`src/hdl/lqs_pkg.sv`:
```
// Package for the linear queue with search unit.
// Holds the item structs, the opcode and status codes and the default depth.
// No dependencies.
package lqs_pkg;

  localparam int unsigned DefaultDepth = 64;
  localparam int unsigned WordW        = 32;

  typedef enum logic [1:0] {
    OP_ENQUEUE = 2'd0,
    OP_DEQUEUE = 2'd1,
    OP_SEARCH  = 2'd2,
    OP_LIST    = 2'd3
  } opcode_e;

  typedef enum logic [2:0] {
    ST_ENQUEUED  = 3'd0,
    ST_FULL      = 3'd1,
    ST_EMPTY     = 3'd2,
    ST_FOUND     = 3'd3,
    ST_NOT_FOUND = 3'd4,
    ST_ELEMENT   = 3'd5
  } status_e;

  typedef struct packed {
    opcode_e                  opcode;
    logic signed [WordW-1:0]  value;
  } in_item_t;

  typedef struct packed {
    status_e                  status;
    logic signed [WordW-1:0]  data;
    logic                     last;
  } out_item_t;

endpackage

```
`src/hdl/lqs_cell.sv`:
```
// One storage cell of the rotating queue chain.
// Takes a word from its neighbor when the chain rotates, or a new word on write.
// Depends on lqs_pkg.
module lqs_cell (
  input  logic                            clk_i,
  input  logic                            shift_i,
  input  logic signed [lqs_pkg::WordW-1:0] next_i,
  input  logic                            wr_i,
  input  logic signed [lqs_pkg::WordW-1:0] wr_data_i,
  output logic signed [lqs_pkg::WordW-1:0] data_o
);
  import lqs_pkg::*;

  logic signed [WordW-1:0] word_q;

  always_ff @(posedge clk_i) begin
    if (wr_i) begin
      word_q <= wr_data_i;
    end else if (shift_i) begin
      word_q <= next_i;
    end
  end

  assign data_o = word_q;

endmodule

```
`src/hdl/linear_queue_with_search_unit.sv`:
```
// Top level of the linear queue with search unit.
// Holds the control state machine, the output register and the row of lqs_cell.
// Depends on lqs_pkg and lqs_cell.
//
//   Channel | Direction | Handshake               | Payload
//   --------+-----------+-------------------------+--------------------
//   in      | input     | in_valid_i / in_stall_o | in_item_i  (in_item_t)
//   out     | output    | out_valid_o/ out_stall_i| out_item_o (out_item_t)
//
// Enqueue and dequeue are accepted in the idle state and carried out in the execute state.
// Search and list rotate the whole cell chain once past cell zero in the walk state;
// a search then gives its answer from the search result state.
// A stalled output pauses the rotation of a list and holds the execute step.
// Reset empties the queue; the cell contents are not cleared.
module linear_queue_with_search_unit #(
  parameter int unsigned DEPTH = lqs_pkg::DefaultDepth
) (
  input  logic               clk_i,
  input  logic               rst_ni,
  input  logic               in_valid_i,
  output logic               in_stall_o,
  input  lqs_pkg::in_item_t  in_item_i,
  output logic               out_valid_o,
  input  logic               out_stall_i,
  output lqs_pkg::out_item_t out_item_o
);
  import lqs_pkg::*;

  localparam int unsigned CntW  = $clog2(DEPTH + 1);
  localparam int unsigned StepW = $clog2(DEPTH);

  typedef enum logic [3:0] {
    S_IDLE = 4'b0001,
    S_EXEC = 4'b0010,
    S_WALK = 4'b0100,
    S_SRES = 4'b1000
  } state_e;

  state_e                  state_q, state_d;
  opcode_e                 op_q, op_d;
  logic signed [WordW-1:0] key_q, key_d;
  logic [CntW-1:0]         wr_cnt_q, wr_cnt_d;
  logic [CntW-1:0]         occ_q, occ_d;
  logic [StepW-1:0]        step_q, step_d;
  logic                    found_q, found_d;
  logic                    out_valid_q, out_valid_d;
  out_item_t               out_item_q, out_item_d;

  logic                    shift;
  logic                    wr_en;
  logic                    out_free;
  logic                    in_fire;
  logic                    in_range;
  logic signed [WordW-1:0] cell_data [DEPTH];

  assign in_stall_o  = (state_q != S_IDLE);
  assign in_fire     = in_valid_i && (state_q == S_IDLE);
  assign out_free    = !out_valid_q || !out_stall_i;
  assign in_range    = (CntW'(step_q) < occ_q);
  assign out_valid_o = out_valid_q;
  assign out_item_o  = out_item_q;

  for (genvar k = 0; k < DEPTH; k++) begin : g_cell
    lqs_cell u_cell (
      .clk_i     (clk_i),
      .shift_i   (shift),
      .next_i    (cell_data[(k + 1) % DEPTH]),
      .wr_i      (wr_en && (occ_q == CntW'(k))),
      .wr_data_i (key_q),
      .data_o    (cell_data[k])
    );
  end

  always_comb begin
    state_d     = state_q;
    op_d        = op_q;
    key_d       = key_q;
    wr_cnt_d    = wr_cnt_q;
    occ_d       = occ_q;
    step_d      = step_q;
    found_d     = found_q;
    out_valid_d = out_valid_q && out_stall_i;
    out_item_d  = out_item_q;
    shift       = 1'b0;
    wr_en       = 1'b0;

    unique case (state_q)
      S_IDLE: begin
        if (in_fire) begin
          op_d    = in_item_i.opcode;
          key_d   = in_item_i.value;
          state_d = S_EXEC;
        end
      end
      S_EXEC: begin
        if (out_free) begin
          out_item_d.data = '0;
          out_item_d.last = 1'b1;
          case (op_q)
            OP_ENQUEUE: begin
              out_valid_d = 1'b1;
              state_d     = S_IDLE;
              if (wr_cnt_q == CntW'(DEPTH)) begin
                out_item_d.status = ST_FULL;
              end else begin
                wr_en             = 1'b1;
                wr_cnt_d          = wr_cnt_q + 1'b1;
                occ_d             = occ_q + 1'b1;
                out_item_d.status = ST_ENQUEUED;
              end
            end
            OP_DEQUEUE: begin
              out_valid_d = 1'b1;
              state_d     = S_IDLE;
              if (occ_q == '0) begin
                out_item_d.status = ST_EMPTY;
              end else begin
                shift             = 1'b1;
                occ_d             = occ_q - 1'b1;
                out_item_d.status = ST_ELEMENT;
                out_item_d.data   = cell_data[0];
              end
            end
            default: begin
              if (occ_q == '0) begin
                out_valid_d       = 1'b1;
                out_item_d.status = ST_EMPTY;
                state_d           = S_IDLE;
              end else begin
                step_d  = '0;
                found_d = 1'b0;
                state_d = S_WALK;
              end
            end
          endcase
        end
      end
      S_WALK: begin
        if (op_q == OP_LIST && in_range) begin
          if (out_free) begin
            shift             = 1'b1;
            out_valid_d       = 1'b1;
            out_item_d.status = ST_ELEMENT;
            out_item_d.data   = cell_data[0];
            out_item_d.last   = ((CntW'(step_q) + CntW'(1)) == occ_q);
          end
        end else begin
          shift = 1'b1;
          if (in_range && (cell_data[0] == key_q)) begin
            found_d = 1'b1;
          end
        end
        if (shift) begin
          step_d = step_q + 1'b1;
          if (step_q == StepW'(DEPTH - 1)) begin
            state_d = (op_q == OP_LIST) ? S_IDLE : S_SRES;
          end
        end
      end
      S_SRES: begin
        if (out_free) begin
          out_valid_d       = 1'b1;
          out_item_d.status = found_q ? ST_FOUND : ST_NOT_FOUND;
          out_item_d.data   = '0;
          out_item_d.last   = 1'b1;
          state_d           = S_IDLE;
        end
      end
      default: begin
        state_d = S_IDLE;
      end
    endcase
  end

  always_ff @(posedge clk_i or negedge rst_ni) begin
    if (!rst_ni) begin
      state_q     <= S_IDLE;
      wr_cnt_q    <= '0;
      occ_q       <= '0;
      step_q      <= '0;
      found_q     <= 1'b0;
      out_valid_q <= 1'b0;
    end else begin
      state_q     <= state_d;
      wr_cnt_q    <= wr_cnt_d;
      occ_q       <= occ_d;
      step_q      <= step_d;
      found_q     <= found_d;
      out_valid_q <= out_valid_d;
    end
  end

  always_ff @(posedge clk_i) begin
    op_q       <= op_d;
    key_q      <= key_d;
    out_item_q <= out_item_d;
  end

endmodule
```
`config.mk`:
```
export PLATFORM = sky130hd
export DESIGN_NAME = linear_queue_with_search_unit
export DESIGN_NICKNAME = d
export VERILOG_FILES = /design/src/hdl/lqs_pkg.sv /design/src/hdl/lqs_cell.sv /design/src/hdl/linear_queue_with_search_unit.sv
export SDC_FILE = /design/constraint.sdc
export NUM_CORES = 2
export LEC_CHECK = 0
export BUFFER_PORTS_ARGS = -buffer_cell sky130_fd_sc_hd__clkbuf_2
export CAP_MARGIN = 5
export CORE_MARGIN = 2
export CORE_UTILIZATION = 25
export CTS_BUF_LIST = sky130_fd_sc_hd__clkbuf_2
export DETAILED_ROUTE_END_ITERATION = 12
export GPL_TIMING_DRIVEN = 0
export PLACE_DENSITY_LB_ADDON = 0.25
export SETUP_SLACK_MARGIN = 0.15
export SYNTH_ARGS = -nofsm -noshare
export SYNTH_HDL_FRONTEND = slang
export SYNTH_SLANG_ARGS = --single-unit
export TNS_END_PERCENT = 10
```
`constraint.sdc`:
```
create_clock -name clk_i -period 4.78 [get_ports clk_i]
set_input_delay 0 -clock clk_i [delete_from_list [all_inputs] [get_ports clk_i]]
set_output_delay 0 -clock clk_i [all_outputs]
set_load 0.01 [all_outputs]
```
==> run metrics <==
Synth area leaders=edfxtp_1, mux2_2, mux2_1, clkbuf_1, buf_2; Longest Clk Path Bufs=4; htree depth=6; Final Instance Area=0.106 sq mm; Reg clk slew, reported paths=0.11 ns; outcome=finished clean; WHS=roughly 0.29 ns; pre-CTS setup slack=-1.81 ns; initial DRC count=between 3k and 4k; vias in the first global route=50.2k; Synth Flop Type=edfxtp_1; R2R cell count=8; area share of the largest cell type after synthesis=69.2%; post-synthesis sequential area ratio=69.9%; number of buffers created by CTS=589; crit path time final=4.62 ns; initial core utilization=25.1%; clock network fraction of design power=28.4%; post-synth cell types=51; Finished Core Util=29.1%; grt ovf=0; number of iterations in the first detailed-routing pass=5; EDFF count, synth=2118; Die X=~610 um; Worst EP arrival=5.98 ns; slew margin rel.=5.25%; Die ar.=between 0.3 and 0.4 sq mm; kind of start point of the critical path=flip-flop; most frequent cells after synthesis=edfxtp_1, mux2_2, mux2_1, clkbuf_1, buf_2; Worst Setup Path Type=flip-flop to flip-flop; Core Box Area=0.366 sq mm; Hold Path End=g_cell[41].u_cell.data_o[25]; Row Count=222; fraction of layout cells with a size suffix above 1=44.8%; vias per cell=4.28; CP max stage delay=~0.68 ns; worst reg2reg setup slack=0.16 ns; final antenna-violating net count=0; Worst Hold Depth=1; syn nets=5104; combinational cell fraction of total power=17.6%; Final Non-Filler Cells=11.2k; fmax=approximately 0.22 GHz; GP Congestion=around 0.82; Worst R2R End=g_cell[40].u_cell.data_o[27]; Clock Skew=0.284 ns; Total GRT Usage=13.4%; setup slack after layout=0.163 ns; Switch Pwr=15.1 mW; slowest library cell on the worst path=or3b_2; DP Cell Count=about 10k; R2R Path Start=occ_q[1]; Min-Delay Path Class=flip-flop to flip-flop; num ports=76; Root Buffer=clkbuf_2; Max VDD drop=0.195 mV; post-synth top area cell=edfxtp_1; WL final=255000 um; crit-path max FO=32; total chip power=48.4 mW; most common cell in the netlist=edfxtp_1; Pwr per Cell Area=roughly 450 mW/mm^2; min-delay src=g_cell[42].u_cell.data_o[25]; Final Hold Viols=0; Mapped Cells=5052; Die Y=610 um; sequential group share of total power=53.9%; Crit. End Element=flip-flop; DRC Markers=0; syn avg cell area=18.2 sq um; port bufs=75; final setup TNS=0 ns; Max Slew Vio Count=0; worst path required time=roughly 6 ns; Clock Latency Late Sink=2.05 ns; pin count of the biggest net entering global routing=33; switching share of power=31.2%; RSZ-0062 raised after global routing=true; Finish-stage setup viols=0; HPWL Detailed=roughly 180000 um; Max Cap Viol=0; WL/cell=22.8 um; Worst-Margin Slew=1.42 ns; Vias=approximately 48k; clock tree from TritonCTS=done; P_int=33.3 mW; initial antenna violation count=25; fraction of synthesis flops using an asynchronous set or reset pin=1.21%; Placed Area=~0.099 sq mm; area delta synth->final=15.8%; crit path cell chain=clkinvlp_4 -> ha_4 -> or3b_2 -> or4_1 -> a31oi_1 -> o22a_4 -> clkbuf_2 -> nand2b_2; mapped cell area=just over 0.09 sq mm; static leakage=around 35 nW; period utilization=96.6%; CTS Sinks=2144; synthesized flop and latch total=2144; first-pass GRT wire length=approximately 370000 um; Total Nets Final=~6k; synth warn=0
==> cell families (layout without fill, tap and decap cells) <==
group | after synthesis | after routing | synth area share [%]
adder cells (fa/ha/maj) | 14 | 14 | 0.191
AND/OR/NAND/NOR | 291 | 291 | 1.87
AO/OA/AOI/OAI | 46 | 46 | 0.313
buffers and inverters | 454 | 1749 | 2.09
other | 0 | 19 | 0
XOR/XNOR | 52 | 52 | 0.496
flip-flops | 2144 | 2144 | 69.9
multiplexers | 2051 | 2051 | 25.1
==> power groups by stage <==
stage               Sequential, mW  Clock, mW  Combinational, mW
floorplan                     26.0          0               4.65
global placement              26.7          0               7.90
detailed placement            26.6          0               8.37
CTS                           26.2       14.3               8.67
global route                  26.4       15.3               9.22
finish                        26.1       13.8               8.53
==> layout make-up <==
cell class	instances	area (sq um)
Sequential cell	2144	64300
Antenna cell	19	47.5
Fill cell	36380	259000
Inverter	11	45.0
Clock inverter	151	1020
Multi-Input combinational cell	2454	26100
Timing Repair Buffer	258	2580
Clock buffer	886	4430
Buffer	443	1920
Tap cell	4816	6030
==> worst max-delay path: cells and delay by family, from the launching register on <==
| kind | cells | cell delay, ns |
|---|---|---|
| compound gates | 2 | 0.59 |
| buf+inv | 2 | 0.77 |
| fa+ha+maj | 1 | 0.27 |
| flops | 1 | 0.52 |
| simple gates | 3 | 1.88 |
==> flip-flops by register name (all words and copies together) (netlist names) <==
register / cells
out_valid_o: 1
g_cell.u_cell.data_o: 2048
op_q: 2
wr_cnt_q: 7
state_q: 4
step_q: 6
occ_q: 7
key_q: 32
out_item_o: 36
found_q: 1
==> cell usage in the layout (no fill, tap or decap), drive strengths merged, types with 4 or more instances in the layout <==
cell / synthesis / layout
nor3: 41 / 41
diode: 0 / 19
dfrtp: 25 / 25
clkbuf: 246 / 1207
inv: 10 / 28
xor2: 6 / 6
edfxtp: 2118 / 2118
and3: 15 / 15
nand4: 10 / 10
nand2b: 33 / 33
bufinv: 0 / 12
a31oi: 4 / 4
nand2: 96 / 96
nand3: 12 / 12
nor2: 23 / 23
mux2: 2051 / 2051
buf: 197 / 230
o21ai: 11 / 11
nor2b: 33 / 33
nor4: 7 / 7
a21oi: 15 / 15
clkinvlp: 0 / 15
xnor2: 46 / 46
and2: 6 / 6
ha: 14 / 14
dlygate4sd3: 0 / 150
clkinv: 1 / 107
==> timing repair <==
item | in CTS | in global routing
endpoints found under the setup margin | 2022 | 707
setup buffers | 1 | 0
gates resized for setup | 49 | 15
hold buffers | 151 | 0
cloned | 0 | 0
hold endpoints to repair | 2418 | 0
==> layer usage <==
layer / global-route usage [%] / wire [um]
met1: 17.5 / 113000
met2: 22.1 / 122000
met3: 2.42 / 11000
met4: 5.48 / 9200
met5: 0 / 47
==> worst max-delay path by stage <==
stage | from | to | slack (ns) | depth (start not counted)
detailed placement | occ_q[1] | g_cell[3].u_cell.data_o[8] | -1.81 | 9
CTS | occ_q[1] | g_cell[45].u_cell.data_o[27] | 0.11 | 8
global route | occ_q[1] | g_cell[44].u_cell.data_o[25] | -0.006 | 8
floorplan | occ_q[5] | out_item_o[0] | 1.03 | 8
global placement | occ_q[1] | out_item_o[32] | -2.18 | 7
finish | occ_q[1] | g_cell[40].u_cell.data_o[27] | 0.16 | 8
Power figures use the tool's default switching activity.
